**src/hw/rtl/tlpq_pkg.sv**
```systemverilog
// Shared types, codes and constants of the three-level priority queue.
package tlpq_pkg;

    localparam int NUM_ENTRIES_DEFAULT = 256;
    localparam int ID_W  = 8;
    localparam int OP_W  = 3;
    localparam int LVL_W = 2;
    localparam int ST_W  = 3;
    localparam int NUM_LEVELS = 3;

    localparam logic [OP_W-1:0] OP_ADD      = 3'd0;
    localparam logic [OP_W-1:0] OP_QUERY    = 3'd1;
    localparam logic [OP_W-1:0] OP_NEXT     = 3'd2;
    localparam logic [OP_W-1:0] OP_DEMOTE   = 3'd3;
    localparam logic [OP_W-1:0] OP_RECOVERD = 3'd4;

    localparam logic [ST_W-1:0] STS_OK        = 3'd0;
    localparam logic [ST_W-1:0] STS_DUPLICATE = 3'd1;
    localparam logic [ST_W-1:0] STS_BAD_LEVEL = 3'd2;
    localparam logic [ST_W-1:0] STS_UNKNOWN   = 3'd3;
    localparam logic [ST_W-1:0] STS_EMPTY     = 3'd4;

    typedef enum logic [2:0] {
        SEQ_CLEAR,
        SEQ_IDLE,
        SEQ_LOOK,
        SEQ_LINK,
        SEQ_DONE
    } seq_state_t;

    typedef struct packed {
        logic              valid;
        logic [ST_W-1:0]   status;
        logic [ID_W-1:0]   result_id;
        logic [LVL_W-1:0]  result_level;
        logic              recovered_flag;
    } res_t;

endpackage

```
**src/hw/rtl/tlpq_ram.sv**
```systemverilog
// Simple dual-port synchronous RAM with registered read.
module tlpq_ram
    import tlpq_pkg::*;
#(
    parameter int WIDTH = 8,
    parameter int DEPTH = NUM_ENTRIES_DEFAULT
) (
    input  logic                                 aclk,
    input  logic                                 we,
    input  logic [(DEPTH > 1 ? $clog2(DEPTH) : 1)-1:0] waddr,
    input  logic [WIDTH-1:0]                     wdata,
    input  logic [(DEPTH > 1 ? $clog2(DEPTH) : 1)-1:0] raddr,
    output logic [WIDTH-1:0]                     rdata
);

    logic [WIDTH-1:0] mem [DEPTH];

    always_ff @(posedge aclk) begin
        if (we) begin
            mem[waddr] <= wdata;
        end
        rdata <= mem[raddr];
    end

endmodule

```
**config.mk**
```make
export PLATFORM = sky130hd
export DESIGN_NAME = tlpq_ram
export DESIGN_NICKNAME = d
export VERILOG_FILES = /design/src/hw/rtl/tlpq_pkg.sv /design/src/hw/rtl/tlpq_ram.sv
export SDC_FILE = /design/constraint.sdc
export NUM_CORES = 2
export LEC_CHECK = 0
export BUFFER_PORTS_ARGS = -buffer_cell sky130_fd_sc_hd__clkbuf_2
export CAP_MARGIN = 20
export CORE_MARGIN = 5
export CORE_UTILIZATION = 30
export DETAILED_ROUTE_END_ITERATION = 12
export SLEW_MARGIN = 25
export SYNTH_ARGS = -nofsm -noshare
export SYNTH_HDL_FRONTEND = slang
export SYNTH_SLANG_ARGS = --single-unit
```
**constraint.sdc**
```tcl
create_clock -name aclk -period 2.6 [get_ports aclk]
set_input_delay 0.26 -clock aclk [delete_from_list [all_inputs] [get_ports aclk]]
set_output_delay 0.26 -clock aclk [all_outputs]
set_load 0.02 [all_outputs]
```
==> metrics.txt <==
Syn Inst Count 3733; Worst Tran Pin Value 964.2 ps; die extent in y 525.0 um; CTS root buf clkbuf_16; Detail Placement HPWL 134100 um; Synth Cell Area 0.07956 sq mm; Synth area leader edfxtp_1; synthesis-to-layout area growth 20.63%; drt initial violations 4402; clock transition at the registers of the reported paths 60 ps; r2r endpoint rdata[2]; cells on worst reg2reg path 7; Hold Crit Class in -> reg; Critical R2R Launch mem[139][2]; routability cong. 0.8439; #FFs+latches synth 2056; Pwr Total 69.69 mW; gr ovfl total 0; CP Max Fanout 1; Post-synth ARST share 0; Crit Path Category reg -> reg; synth cell count leaders edfxtp_1 (2048), mux4_2 (454), nor2_1 (282), mux2i_1 (134), a22oi_1 (133); Avg WL per Cell 25.21 um; Worst EP arrival 3310 ps; CP required 3330 ps; max_cap viols 0; final net count 4471; CTS tree yes; io pins 34; Cell Rows 189; area of the die 0.2756 sq mm; vias per cell 5.027; vias in the first global route 41864; EDFF count, synth 2048; R2R setup slack 30 ps; Synthesized Nets 3759; Place WS -752.0 ps; footprint of the multi-input gates 0.01653 sq mm; RSZ-0062 raised after global routing no; htree depth 4; CP Capture Type register; final setup fails 0; Inserted Clock Buffers 209; Skew-Pair Late Insertion Delay 850 ps; post-route ant nets 0; Final WS setup 27.88 ps; clk buf depth 3; Seq. cell area 0.06166 sq mm; Final Critical Period 2572 ps; DR pass1 iterations 5; first-pass GRT wire length 299100 um; Startpoint Class register; Slew headroom 0.3572; ranking of synthesized cells by area edfxtp_1 (77%), mux4_2 (13%), mux2i_1 (1.7%); Core ar. 0.2646 sq mm; Initial Util 0.3006; power per cell area 726.2 mW/mm^2; GRT Util Overall 0.1459; unique cell type count in the Yosys netlist 55; fin. max-slew vios 0; warnings from Yosys 0; outcome finished clean; Routed WL 205500 um; crit path to rdata[2]; vias post-DR 40972; DRC viols 0; Worst VDD drop 0.0005259 V; initial antenna violation count 17; Filler Cells Inserted 24045; ys flop type edfxtp_1; mean area per synthesized cell 21.31 sq um; pin count of the biggest net entering global routing 151; top-area cell type share of the netlist area 0.7730; Die Width 525.0 um; Post-CTS Setup Inserts 0; Crit. Startpoint mem[139][2]; top-count cell post-synth edfxtp_1; Achievable Freq 388.8 MHz; Final Cycle Share 0.9893; CTS sink count 2056; final hold violation count 0; share of layout cells above drive strength 1 0.3232; # port buffers 33; Pleak 30.64 nW; Clock Skew 45.74 ps; Seq/Total Area, Yosys 0.7750
[flip-flops by register name, summed over array words and instances (netlist names)]
signal	flops
rdata	8
mem	2048
[repair_timing]
action	4_1_cts	5_1_grt
endpoints found under the setup margin	3	2
hold buffers	8	0
resized for setup	4	2
endpoints found under the hold margin	445	0
cloned	0	0
[logic make-up (layout without fill, tap and decap cells)]
family | count (synthesis) | in the layout | share of synthesized area
other | 0 | 2 | 0
DFF | 2056 | 2056 | 0.7750
and+or+nand+nor | 466 | 466 | 0.02628
buffers and inverters | 235 | 1118 | 0.01831
AOI/OAI and AO/OA | 385 | 385 | 0.03419
muxes | 591 | 591 | 0.1462
[how the worst min path moves through the flow]
| stage | start | end | cells after the start |
|---|---|---|---|
| finish | waddr[5] | mem[16][5] | 5 |
| global placement | wdata[1] | mem[70][1] | 1 |
| floorplan | wdata[0] | mem[0][0] | 0 |
| detailed placement | wdata[1] | mem[70][1] | 1 |
| CTS | waddr[5] | mem[16][5] | 5 |
| global route | waddr[1] | mem[171][4] | 4 |
[power breakdown]
part | internal [mW] | switching [mW] | leakage, nW
Combinational | 1.57 | 2.30 | 8.92
Clock | 16.5 | 12.7 | 3.25
Sequential | 36.5 | 0.0815 | 18.5
[cell usage in the layout, fill, tap and decap left out, types with 16 or more instances in the layout]
| cell type | instances |
|---|---|
| clkbuf_2 | 21 |
| buf_4 | 608 |
| clkinv_2 | 32 |
| mux2i_1 | 134 |
| nor2b_1 | 28 |
| buf_12 | 87 |
| nand3_1 | 34 |
| edfxtp_1 | 2048 |
| nor3_1 | 20 |
| a22oi_1 | 133 |
| clkbuf_16 | 210 |
| o221ai_1 | 46 |
| nor2_1 | 279 |
| nand2_1 | 33 |
| mux4_2 | 454 |
| clkbuf_1 | 44 |
| a21oi_1 | 96 |
| a211oi_1 | 16 |
| nor4_1 | 21 |
| clkinv_1 | 52 |
| o22ai_1 | 28 |
[routing by layer]
layer  share of wire  wire [um]  GRT usage  up-vias
met4           0.032       6566    0.04571       16
met2            0.48      98190     0.2352     1599
met3           0.070      14370    0.02597      328
met1            0.42      86290     0.2016    21873
met5         0.00054        111          0        -
li1                -          -          -    17156
[stage by stage]
stage                     hold WS (ps)  area (sq um)  instances  TNS (ps)  utilization
after floorplan                  358.9         79560       3733         0            -
after global placement           532.9         89140       7759     -4294       0.3369
after detailed placement         530.9         89140       7759     -4227       0.3369
after CTS                        121.3         95950       8149         0       0.3626
after global routing             185.3         95960       8150         0       0.3627
final                            185.7         95970       8151         0       0.3627
[cell type report]
class	count	area share
Clock buffer	260	0.05734
Sequential cell	2056	0.6425
Timing Repair Buffer	734	0.06920
Antenna cell	2	0.00005215
Clock inverter	122	0.01253
Tap cell	3533	0.04606
Multi-Input combinational cell	1442	0.1722
Inverter	2	0.00007823
[critical path, cell delays in order, from the launching register on]
cell	delay, ps
edfxtp_1	370
mux4_2	530
mux4_2	480
nor2_1	120
a2111oi_0	90
nor3_1	590
buf_4	230
nor4_2	40
Power figures use the tool's default switching activity.
