**src/hw/rtl/tlpq_pkg.sv**
```systemverilog
// Shared types, codes and constants of the three-level priority queue.
package tlpq_pkg;

    localparam int NUM_ENTRIES_DEFAULT = 256;
    localparam int ID_W  = 8;
    localparam int OP_W  = 3;
    localparam int LVL_W = 2;
    localparam int ST_W  = 3;
    localparam int NUM_LEVELS = 3;

    localparam logic [OP_W-1:0] OP_ADD      = 3'd0;
    localparam logic [OP_W-1:0] OP_QUERY    = 3'd1;
    localparam logic [OP_W-1:0] OP_NEXT     = 3'd2;
    localparam logic [OP_W-1:0] OP_DEMOTE   = 3'd3;
    localparam logic [OP_W-1:0] OP_RECOVERD = 3'd4;

    localparam logic [ST_W-1:0] STS_OK        = 3'd0;
    localparam logic [ST_W-1:0] STS_DUPLICATE = 3'd1;
    localparam logic [ST_W-1:0] STS_BAD_LEVEL = 3'd2;
    localparam logic [ST_W-1:0] STS_UNKNOWN   = 3'd3;
    localparam logic [ST_W-1:0] STS_EMPTY     = 3'd4;

    typedef enum logic [2:0] {
        SEQ_CLEAR,
        SEQ_IDLE,
        SEQ_LOOK,
        SEQ_LINK,
        SEQ_DONE
    } seq_state_t;

    typedef struct packed {
        logic              valid;
        logic [ST_W-1:0]   status;
        logic [ID_W-1:0]   result_id;
        logic [LVL_W-1:0]  result_level;
        logic              recovered_flag;
    } res_t;

endpackage

```
**src/hw/rtl/tlpq_seq.sv**
```systemverilog
// Operation sequencer: level heads and tails, and read-modify-write of the link stores.
module tlpq_seq
    import tlpq_pkg::*;
#(
    parameter int NUM_ENTRIES = NUM_ENTRIES_DEFAULT,
    localparam int IW = (NUM_ENTRIES > 1) ? $clog2(NUM_ENTRIES) : 1
) (
    input  logic              aclk,
    input  logic              aresetn,
    input  logic              in_valid,
    output logic              in_ready,
    input  logic [OP_W-1:0]   in_op,
    input  logic [ID_W-1:0]   in_id,
    input  logic [LVL_W-1:0]  in_level,
    input  logic              out_free,
    output res_t              res,
    // entry state store: {recovered, level}
    output logic              st_we,
    output logic [IW-1:0]     st_waddr,
    output logic [2:0]        st_wdata,
    input  logic [2:0]        st_rdata,
    output logic              nx_we,
    output logic [IW-1:0]     nx_waddr,
    output logic [IW-1:0]     nx_wdata,
    input  logic [IW-1:0]     nx_rdata,
    output logic              pv_we,
    output logic [IW-1:0]     pv_waddr,
    output logic [IW-1:0]     pv_wdata,
    input  logic [IW-1:0]     pv_rdata,
    output logic [IW-1:0]     rd_addr
);

    seq_state_t state_reg, state_next;

    logic [OP_W-1:0]  op_reg, op_next;
    logic [ID_W-1:0]  id_reg, id_next;
    logic [IW-1:0]    idx_reg, idx_next;
    logic             idok_reg, idok_next;
    logic [LVL_W-1:0] nl_reg, nl_next;
    logic [LVL_W-1:0] top_lv_reg, top_lv_next;
    logic [IW-1:0]    head_reg [NUM_LEVELS];
    logic [IW-1:0]    head_next [NUM_LEVELS];
    logic [IW-1:0]    tail_reg [NUM_LEVELS];
    logic [IW-1:0]    tail_next [NUM_LEVELS];
    logic [NUM_LEVELS-1:0] ne_reg, ne_next;
    logic [IW-1:0]    psh_head_reg, psh_head_next;
    logic [IW-1:0]    clr_cnt_reg, clr_cnt_next;
    logic [ST_W-1:0]  rs_status_reg, rs_status_next;
    logic [ID_W-1:0]  rs_id_reg, rs_id_next;
    logic [LVL_W-1:0] rs_level_reg, rs_level_next;
    logic             rs_flag_reg, rs_flag_next;

    logic             link_go;
    logic [LVL_W-1:0] cur_lv, low_lv, uq, lq;
    logic             rec, is_head, is_tail, do_unlink;
    logic [LVL_W-1:0] in_top;

    assign in_ready = (state_reg == SEQ_IDLE);
    assign in_top = ne_reg[2] ? 2'd3 : (ne_reg[1] ? 2'd2 : (ne_reg[0] ? 2'd1 : 2'd0));

    // Next-state logic.
    always_comb begin
        state_next = state_reg;
        case (state_reg)
            SEQ_CLEAR: begin
                if (clr_cnt_reg == IW'(NUM_ENTRIES - 1)) state_next = SEQ_IDLE;
            end
            SEQ_IDLE: begin
                if (in_valid) state_next = SEQ_LOOK;
            end
            SEQ_LOOK: begin
                state_next = link_go ? SEQ_LINK : SEQ_DONE;
            end
            SEQ_LINK: begin
                state_next = SEQ_DONE;
            end
            SEQ_DONE: begin
                if (out_free) state_next = SEQ_IDLE;
            end
            default: state_next = SEQ_IDLE;
        endcase
    end

    // Datapath and memory port control.
    always_comb begin
        op_next       = op_reg;
        id_next       = id_reg;
        idx_next      = idx_reg;
        idok_next     = idok_reg;
        nl_next       = nl_reg;
        top_lv_next   = top_lv_reg;
        ne_next       = ne_reg;
        psh_head_next = psh_head_reg;
        clr_cnt_next  = clr_cnt_reg;
        rs_status_next = rs_status_reg;
        rs_id_next    = rs_id_reg;
        rs_level_next = rs_level_reg;
        rs_flag_next  = rs_flag_reg;
        for (int i = 0; i < NUM_LEVELS; i++) begin
            head_next[i] = head_reg[i];
            tail_next[i] = tail_reg[i];
        end
        st_we = 1'b0; st_waddr = idx_reg; st_wdata = '0;
        nx_we = 1'b0; nx_waddr = idx_reg; nx_wdata = idx_reg;
        pv_we = 1'b0; pv_waddr = idx_reg; pv_wdata = idx_reg;
        link_go = 1'b0;
        res = '0;
        rd_addr = idx_reg;

        cur_lv  = (op_reg == OP_NEXT) ? top_lv_reg : st_rdata[1:0];
        rec     = st_rdata[2];
        uq      = cur_lv - 2'd1;
        low_lv  = cur_lv - 2'd1;
        lq      = low_lv - 2'd1;
        is_head = (uq != 2'd3) && (head_reg[uq] == idx_reg);
        is_tail = (uq != 2'd3) && (tail_reg[uq] == idx_reg);
        do_unlink = 1'b0;

        case (state_reg)
            SEQ_CLEAR: begin
                st_we        = 1'b1;
                st_waddr     = clr_cnt_reg;
                clr_cnt_next = clr_cnt_reg + 1'b1;
            end
            SEQ_IDLE: begin
                op_next     = in_op;
                id_next     = in_id;
                nl_next     = in_level;
                idok_next   = (32'(in_id) < 32'(NUM_ENTRIES));
                top_lv_next = in_top;
                if (in_op == OP_NEXT && in_top != 2'd0) begin
                    rd_addr = head_reg[in_top - 2'd1];
                end else begin
                    rd_addr = IW'(in_id);
                end
                if (in_valid) idx_next = rd_addr;
            end
            SEQ_LOOK: begin
                rs_status_next = STS_OK;
                rs_id_next     = id_reg;
                rs_level_next  = '0;
                rs_flag_next   = 1'b0;
                if (op_reg == OP_NEXT) begin
                    if (top_lv_reg == 2'd0) begin
                        rs_status_next = STS_EMPTY;
                        rs_id_next     = '0;
                    end else begin
                        do_unlink     = 1'b1;
                        st_we         = 1'b1;
                        st_wdata      = {rec, 2'd0};
                        rs_id_next    = ID_W'(idx_reg);
                        rs_level_next = top_lv_reg;
                        rs_flag_next  = rec;
                    end
                end else if (op_reg <= OP_RECOVERD) begin
                    if (!idok_reg) begin
                        rs_status_next = STS_UNKNOWN;
                    end else begin
                        rs_flag_next = rec;
                        case (op_reg)
                            OP_ADD: begin
                                if (cur_lv != 2'd0) begin
                                    rs_status_next = STS_DUPLICATE;
                                    rs_level_next  = cur_lv;
                                end else if (nl_reg == 2'd0) begin
                                    rs_status_next = STS_BAD_LEVEL;
                                end else begin
                                    rs_level_next = nl_reg;
                                    st_we    = 1'b1;
                                    st_wdata = {rec, nl_reg};
                                    if (ne_reg[nl_reg - 2'd1]) begin
                                        nx_we    = 1'b1;
                                        nx_waddr = tail_reg[nl_reg - 2'd1];
                                        nx_wdata = idx_reg;
                                        pv_we    = 1'b1;
                                        pv_waddr = idx_reg;
                                        pv_wdata = tail_reg[nl_reg - 2'd1];
                                    end else begin
                                        head_next[nl_reg - 2'd1] = idx_reg;
                                    end
                                    tail_next[nl_reg - 2'd1] = idx_reg;
                                    ne_next[nl_reg - 2'd1]   = 1'b1;
                                end
                            end
                            OP_QUERY: begin
                                if (cur_lv == 2'd0) rs_status_next = STS_UNKNOWN;
                                rs_level_next = cur_lv;
                            end
                            OP_RECOVERD: begin
                                rs_level_next = cur_lv;
                            end
                            OP_DEMOTE: begin
                                if (cur_lv == 2'd0) begin
                                    rs_status_next = STS_UNKNOWN;
                                end else begin
                                    do_unlink     = 1'b1;
                                    rs_level_next = low_lv;
                                    rs_flag_next  = rec | (low_lv == 2'd0);
                                    st_we    = 1'b1;
                                    st_wdata = {rec | (low_lv == 2'd0), low_lv};
                                    if (low_lv != 2'd0) begin
                                        // Front insertion; the link writes follow in the next cycle.
                                        psh_head_next = head_reg[lq];
                                        link_go       = ne_reg[lq];
                                        head_next[lq] = idx_reg;
                                        if (!ne_reg[lq]) tail_next[lq] = idx_reg;
                                        ne_next[lq]   = 1'b1;
                                    end
                                end
                            end
                            default: ;
                        endcase
                    end
                end
                if (do_unlink) begin
                    if (is_head && is_tail) begin
                        ne_next[uq] = 1'b0;
                    end else begin
                        if (is_head) begin
                            head_next[uq] = nx_rdata;
                        end else begin
                            nx_we    = 1'b1;
                            nx_waddr = pv_rdata;
                            nx_wdata = nx_rdata;
                        end
                        if (is_tail) begin
                            tail_next[uq] = pv_rdata;
                        end else begin
                            pv_we    = 1'b1;
                            pv_waddr = nx_rdata;
                            pv_wdata = pv_rdata;
                        end
                    end
                end
            end
            SEQ_LINK: begin
                pv_we    = 1'b1;
                pv_waddr = psh_head_reg;
                pv_wdata = idx_reg;
                nx_we    = 1'b1;
                nx_waddr = idx_reg;
                nx_wdata = psh_head_reg;
            end
            SEQ_DONE: begin
                res.valid          = out_free;
                res.status         = rs_status_reg;
                res.result_id      = rs_id_reg;
                res.result_level   = rs_level_reg;
                res.recovered_flag = rs_flag_reg;
            end
            default: ;
        endcase
    end

    always_ff @(posedge aclk) begin
        if (!aresetn) begin
            state_reg   <= SEQ_CLEAR;
            ne_reg      <= '0;
            clr_cnt_reg <= '0;
        end else begin
            state_reg   <= state_next;
            ne_reg      <= ne_next;
            clr_cnt_reg <= clr_cnt_next;
        end
    end

    always_ff @(posedge aclk) begin
        op_reg        <= op_next;
        id_reg        <= id_next;
        idx_reg       <= idx_next;
        idok_reg      <= idok_next;
        nl_reg        <= nl_next;
        top_lv_reg    <= top_lv_next;
        psh_head_reg  <= psh_head_next;
        rs_status_reg <= rs_status_next;
        rs_id_reg     <= rs_id_next;
        rs_level_reg  <= rs_level_next;
        rs_flag_reg   <= rs_flag_next;
        for (int i = 0; i < NUM_LEVELS; i++) begin
            head_reg[i] <= head_next[i];
            tail_reg[i] <= tail_next[i];
        end
    end

endmodule

```
**config.mk**
```make
export PLATFORM = sky130hd
export DESIGN_NAME = tlpq_seq
export DESIGN_NICKNAME = d
export VERILOG_FILES = /design/src/hw/rtl/tlpq_pkg.sv /design/src/hw/rtl/tlpq_seq.sv
export SDC_FILE = /design/constraint.sdc
export NUM_CORES = 1
export LEC_CHECK = 0
export ABC_CLOCK_PERIOD_IN_PS = 5400
export BUFFER_PORTS_ARGS = -buffer_cell sky130_fd_sc_hd__buf_2
export CAP_MARGIN = 20
export CORE_ASPECT_RATIO = 2
export CORE_MARGIN = 2
export CORE_UTILIZATION = 35
export DETAILED_ROUTE_END_ITERATION = 10
export GPL_TIMING_DRIVEN = 0
export HOLD_SLACK_MARGIN = 0.05
export PLACE_DENSITY = 0.5
export SYNTH_ARGS = -nofsm -noshare
export SYNTH_HDL_FRONTEND = slang
export SYNTH_SLANG_ARGS = --single-unit
export TNS_END_PERCENT = 5
```
**constraint.sdc**
```tcl
create_clock -name aclk -period 5.4 [get_ports aclk]
set_input_delay 0.81 -clock aclk [delete_from_list [all_inputs] [get_ports aclk]]
set_output_delay 0.81 -clock aclk [all_outputs]
set_load 0.05 [all_outputs]
```
==> run summary, run 1 <==
initial DRC count -> 503
Avg Synthesized Cell Area -> 9.70 sq um
sequential fraction of the synthesis area -> 39.4%
clock sink count -> 107
Post-Syn Nets -> 850
layout cells sized above 1 -> 32.5%
WP buf/inv -> 3
critical path's slowest cell -> or3b_4
Pre-antenna DRT Iters -> 5
Critical Path Fanout Max -> 11
Period minus WS final -> 5260 ps
ys async rst share -> 0%
Post-synth EDFFs -> 93
Worst-Margin Slew -> 1160 ps
CP arrival -> 4450 ps
Pleak -> 3.43 nW
Placer Congestion -> 0.887
Detailed Route WL -> 28400 um
Starting Density -> 35.5%
Die Y -> 215 um
unrepaired setup endpoints after global routing -> no
initial antenna violation count -> 0
die area -> 23600 sq um
routed vias -> 6888
die width -> 110 um
post-layout util -> 41.7%
fin worst setup slack -> 136 ps
Psw -> 0.413 mW
DPL Wire Length -> 21600 um
Clk pwr share -> 41.1%
GRT Util Overall -> 24.5%
vias in the first global route -> 7021
CP dominant cell by count -> clkbuf_2
clock slew at reported path FFs -> 80 ps
Ant. Diodes -> 0
pin count of the biggest net entering global routing -> 37
Core Rows -> 77
drc violations -> 0
crit share post-route -> 97.5%
CP delay by family, top -> compound AO/OA/AOI/OAI gates
per-cell routed wire length -> 23.6 um
Skew-Pair Late Insertion Delay -> 380 ps
peak supply drop -> 0.169 mV
fin cells -> 1204
min-delay worst type -> register to register
CP required -> 4590 ps
flops & latches, synth -> 107
Critical path origin -> op_reg[0]
commonest non-fill, non-tap cell in the layout -> mux2_2
htree depth -> 3
MaxCap Viol Count -> 0
CP Depth -> 12
R2R depth -> 11
DP Worst Slack -> -1300 ps
Area Growth Syn to Fin -> 17.6%
CTS tree -> built
reg2reg end -> head_reg[1][1]
Setup crit end kind -> output pin
Gate Count Post-Synth -> 804
vias per cell -> 5.72
Setup crit end -> pv_waddr[5]
global-route wire length before repair -> 42200 um
final-report max-slew violation count -> 0
Slew headroom -> 22.7%
final worst clock skew -> 11.7 ps
Combinational Power Share -> 7.1%
Internal -> 1.31 mW
Root Buffer -> clkbuf_16
Nets -> 969
sequential share of power -> 51.8%
PwrDens -> 188 nW/um^2
antenna viol nets, final -> 0
CTS Buf Count -> 9
Setup CP Type -> register to output pin
FF-to-FF setup slack -> 560 ps
grt total ovfl -> 0
Sw Ratio -> 23.9%
Placed Cells -> 1190
Yosys warnings -> 0
Hold Vio Cnt, Final -> 0
CORE AREA -> 22000 sq um
# IOs -> 106
crit start category -> register
synthesized area -> 7800 sq um
RR Startpoint -> op_reg[0]
Yosys cell types -> 57
critical path, cell by cell -> or3b_4 > a21oi_4 > clkbuf_2 > ha_4 > clkbuf_2 > a31oi_1 > xnor2_1 > nand4_1 > o31a_4 > or2_2 > o221a_2 > buf_2
status -> finished, final reports clean
Finish-stage setup viols -> 0
most frequent cells in the layout -> 111 x mux2_2, 106 x buf_2, 101 x nand2_1, 93 x edfxtp_1, 63 x nor2_1
# fillers -> 2260
clk buf depth -> 2
CP max stage delay -> 520 ps
f_max -> 0.190 GHz
Main synth FF type -> edfxtp_1
IO Port Bufs -> 104
worst min path at each step:
stage | from | end | slack, ps | cells after the start
after floorplan | clr_cnt_reg[6] | clr_cnt_reg[6] | 470 | 2
after global placement | clr_cnt_reg[6] | clr_cnt_reg[6] | 510 | 2
after detailed placement | id_reg[2] | rs_id_reg[2] | 530 | 1
after CTS | id_reg[0] | rs_id_reg[0] | 550 | 1
after global routing | id_reg[7] | rs_id_reg[7] | 580 | 1
final | id_reg[2] | rs_id_reg[2] | 550 | 1
synth_stat cells (2+ instances only):
| library cell | count | area (sq um) |
|---|---|---|
| mux2_2 | 111 | 1250 |
| nand2_1 | 101 | 379 |
| edfxtp_1 | 93 | 2790 |
| clkbuf_1 | 65 | 244 |
| nor2_1 | 64 | 240 |
| o21ai_0 | 50 | 250 |
| a31oi_1 | 34 | 213 |
| and2_1 | 22 | 138 |
| a21oi_1 | 20 | 100 |
| mux2i_1 | 20 | 200 |
| xnor2_1 | 19 | 166 |
| o221a_2 | 17 | 191 |
| o311a_1 | 16 | 160 |
| dfxtp_1 | 14 | 280 |
| inv_1 | 14 | 52.6 |
| a2bb2oi_1 | 12 | 105 |
| nand3_1 | 12 | 60.1 |
| nor2b_1 | 12 | 75.1 |
| o211ai_1 | 12 | 90.1 |
| ha_1 | 10 | 125 |
| a22o_1 | 9 | 78.8 |
| nand4_1 | 8 | 50.1 |
| nor3_1 | 6 | 30.0 |
| or2_2 | 6 | 37.5 |
| or3_1 | 5 | 31.3 |
| buf_1 | 4 | 15.0 |
| nor3b_1 | 4 | 30.0 |
| a211oi_1 | 3 | 22.5 |
| nor3_2 | 3 | 30.0 |
| nor3b_4 | 3 | 56.3 |
| xor2_1 | 3 | 26.3 |
| a21boi_0 | 2 | 15.0 |
| a311o_1 | 2 | 20.0 |
| buf_2 | 2 | 10.0 |
| nand2b_1 | 2 | 12.5 |
| nor4_1 | 2 | 12.5 |
| o221ai_1 | 2 | 17.5 |
stage by stage:
stage               cell area (sq um)  setup TNS (ps)  power (mW)  hold slack [ps]
global placement                 8660          -66150        1.03              507
floorplan                        7800               0       0.981              474
CTS                              9120               0        1.73              546
finish                           9170               0        1.72              548
global route                     9170               0        1.77              576
detailed placement               8740          -65360        1.03              530
repair_timing:
| action | 4_1_cts | 5_1_grt |
|---|---|---|
| setup endpoints to repair | 88 | 34 |
| hold buffers | 0 | 0 |
| pin swaps | 3 | 1 |
| hold endpoints to repair | 0 | 0 |
| gates resized for setup | 26 | 6 |
| setup buffers | 2 | 3 |
kinds of logic after synthesis:
kind of cell               Yosys count  synth area share (%)
and+or+nand+nor                    258                  16.3
AOI/OAI and AO/OA                  188                  17.2
muxes                              132                  18.7
DFF                                107                  39.4
buffers and inverters               87                  4.22
xor gates and xnor gates            22                  2.47
adders and majority gates           10                  1.60
power groups by stage:
stage | clock (mW) | sequential [mW] | combinational (mW)
2_1_floorplan | 0 | 0.911 | 0.0708
3_3_place_gp | 0 | 0.911 | 0.117
3_5_place_dp | 0 | 0.911 | 0.118
4_1_cts | 0.719 | 0.892 | 0.122
5_1_grt | 0.742 | 0.893 | 0.134
6_report | 0.708 | 0.892 | 0.123
layout make-up:
type / instances / area, sq um / share of cell area, %
sequential: 107 / 3070 / 33.5
buffer: 63 / 264 / 2.88
clock inverter: 5 / 61.3 / 0.669
timing repair buffer: 116 / 631 / 6.88
clock buffer: 11 / 243 / 2.65
tap: 276 / 345 / 3.77
inverter: 16 / 60.1 / 0.655
multi-input combinational: 610 / 4490 / 49.0
per-layer routing:
metal  wire [um]  track usage (%)  vias to the layer above
met2       15500             45.2                      229
met5           0                0                        -
met4        1420             13.4                        0
li1            -                -                     3222
met3        1160             2.49                       76
met1       10300             26.4                     3361
Note: power is estimated with default switching activity, not from simulation.
==> run 2, diff against run 1 <==
--- a/config.mk
+++ b/config.mk
@@ -5,7 +5,7 @@
 export SDC_FILE = /design/constraint.sdc
 export NUM_CORES = 1
 export LEC_CHECK = 0
-export ABC_CLOCK_PERIOD_IN_PS = 5400
+export ABC_CLOCK_PERIOD_IN_PS = 5700
 export BUFFER_PORTS_ARGS = -buffer_cell sky130_fd_sc_hd__buf_2
 export CAP_MARGIN = 20
 export CORE_ASPECT_RATIO = 2
==> constraint.sdc (replaced) <==
create_clock -name aclk -period 5.7 [get_ports aclk]
set_input_delay 0.855 -clock aclk [delete_from_list [all_inputs] [get_ports aclk]]
set_output_delay 0.855 -clock aclk [all_outputs]
set_load 0.05 [all_outputs]
==> run summary, run 2 (synthesis gave the netlist of run 1 again) <==
clock sink count -> 107 (unchanged)
# IOs -> 106 (unchanged)
# fillers -> 2269 (+0.40%)
register area -> 3070 sq um (unchanged)
CP required -> 4850 ps (+260 ps)
crit share post-route -> 97.3%
crit start category -> register
Critical path origin -> op_reg[0]
DPL Wire Length -> 21600 um (unchanged)
layout cells sized above 1 -> 32.0% (-0.58 points)
clk buf depth -> 2 (unchanged)
initial antenna violation count -> 0 (unchanged)
Ant. Diodes -> 0 (unchanged)
Placer Congestion -> 0.887 (unchanged)
CP arrival -> 4690 ps (+240 ps)
RR Startpoint -> op_reg[0]
setup TNS -> 0 ps (unchanged)
routed vias -> 6899 (+0.16%)
status -> finished, final reports clean
IO Port Bufs -> 104 (unchanged)
most frequent cells in the layout -> 111 x mux2_2, 107 x buf_2, 101 x nand2_1, 93 x edfxtp_1, 63 x nor2_1
Detailed Route WL -> 28400 um (about the same)
Hold Vio Cnt, Final -> 0 (unchanged)
die area -> 23600 sq um (unchanged)
GRT Util Overall -> 24.5% (-0.031 points)
Core Rows -> 77 (unchanged)
multi-input combinational cell area -> 4470 sq um (-0.42%)
initial DRC count -> 555 (+10%)
final worst clock skew -> 12.1 ps (+0.301 ps)
hold_ws -> 548 ps (-0.110 ps)
Die Y -> 215 um (unchanged)
per-cell routed wire length -> 23.6 um (+0.11%)
Pleak -> 3.41 nW (-0.53%)
Period minus WS final -> 5550 ps
Starting Density -> 35.5% (unchanged)
clock slew at reported path FFs -> 70 ps (about the same)
Hold Crit Start -> clr_cnt_reg[6]
min-delay worst type -> register to register
Slew headroom -> 23.8% (+1.1 points)
commonest non-fill, non-tap cell in the layout -> mux2_2
drc violations -> 0 (unchanged)
vias in the first global route -> 7035 (+0.20%)
die width -> 110 um (unchanged)
CTS Buf Count -> 9 (unchanged)
vias per cell -> 5.74 (+0.33%)
htree depth -> 3 (unchanged)
grt total ovfl -> 0 (unchanged)
Worst-Margin Slew -> 1140 ps (-16.0 ps)
Nets -> 967 (-0.21%)
unrepaired setup endpoints after global routing -> no
Root Buffer -> clkbuf_16
MaxCap Viol Count -> 0 (unchanged)
PwrDens -> 179 nW/um^2 (-4.8%)
Skew-Pair Late Insertion Delay -> 380 ps (about the same)
CORE AREA -> 22000 sq um (unchanged)
Finish-stage setup viols -> 0 (unchanged)
pin count of the biggest net entering global routing -> 37 (unchanged)
final-report max-slew violation count -> 0 (unchanged)
antenna viol nets, final -> 0 (unchanged)
f_max -> 0.180 GHz
CTS tree -> built
Critical Path Fanout Max -> 11 (unchanged)
peak supply drop -> 0.159 mV (-6.1%)
Area Growth Syn to Fin -> 17.0%
Setup crit end kind -> output pin
global-route wire length before repair -> 42200 um (about the same)
Setup CP Type -> register to output pin
Pre-antenna DRT Iters -> 5 (unchanged)
## run 2: cell count changes in the layout (fill, tap and decap cells not counted)
| cell | previous run | this run |
|---|---|---|
| buf_4 | 10 | 7 |
| nor4bb_1 | 0 | 1 |
| clkbuf_2 | 5 | 6 |
| clkbuf_4 | 5 | 2 |
| nand3_1 | 11 | 12 |
| buf_2 | 106 | 107 |
| clkbuf_1 | 48 | 50 |
| o21bai_2 | 0 | 1 |
| nor4bb_2 | 1 | 0 |
| nand3_2 | 1 | 0 |
| o21bai_4 | 1 | 0 |
## run 2: metal layers
metal  vias up  share of wire, %  GRT usage [%]
met4         0               4.9           13.0
met1      3365                36           26.2
met2       236                55           45.3
met3        76               4.2           2.76
li1       3222                 -              -
met5         -                 0              0
## run 2: worst paths after layout
check / end / slack [ps] / depth (start not counted)
setup / recovery: pv_waddr[3] / 150 / 15
hold / removal: clr_cnt_reg[6] / 550 / 2
setup reg to reg: head_reg[1][1] / 890 / 11
hold reg to reg: clr_cnt_reg[6] / 550 / 2
## run 2: power breakdown
part / total, mW / internal (mW) / switching [mW]
Sequential: 0.845 / 0.843 / 0.00230
Clock: 0.671 / 0.356 / 0.315
Combinational: 0.116 / 0.0423 / 0.0740
## run 2: final cells by class
class	instances	area share, %
flip-flops and latches	107	33.7
inverters	16	0.658
clock buffers	11	2.66
plain buffers	64	2.84
well taps	276	3.79
clock inverters	5	0.672
repair buffers	113	6.67
multi-input cells	610	49.0
## run 2: worst max-delay path: stages, from the launching register on
cell and delay [ps]:
edfxtp_1 490, nor4bb_1 330, buf_2 270, a21oi_4 60
clkbuf_2 260, ha_4 390, clkbuf_4 240, nor2_1 70
a31oi_1 170, xnor2_1 160, nand4_1 280, o31a_4 490
or2_2 290, clkbuf_1 250, o221a_2 350, buf_2 210
## run 2: repair_timing
action / CTS / global route
endpoints found under the setup margin: 87 / 34
pin swaps: 2 / 0
setup buffers: 2 / 0
hold buffers: 0 / 0
cloned: 0 / 0
resized for setup: 16 / 9
## run 2: stage by stage
stage | instance area, sq um | instances | setup slack [ps] | power, mW | util, %
detailed placement | 8740 | 1190 | -1040 | 0.975 | 39.8
global placement | 8660 | 1184 | -1240 | 0.974 | 39.4
finish | 9120 | 1202 | 153 | 1.63 | 41.5
CTS | 9080 | 1202 | 2.57 | 1.64 | 41.4
floorplan | 7800 | 804 | 502 | 0.930 | -
global route | 9120 | 1202 | 5.04 | 1.68 | 41.5
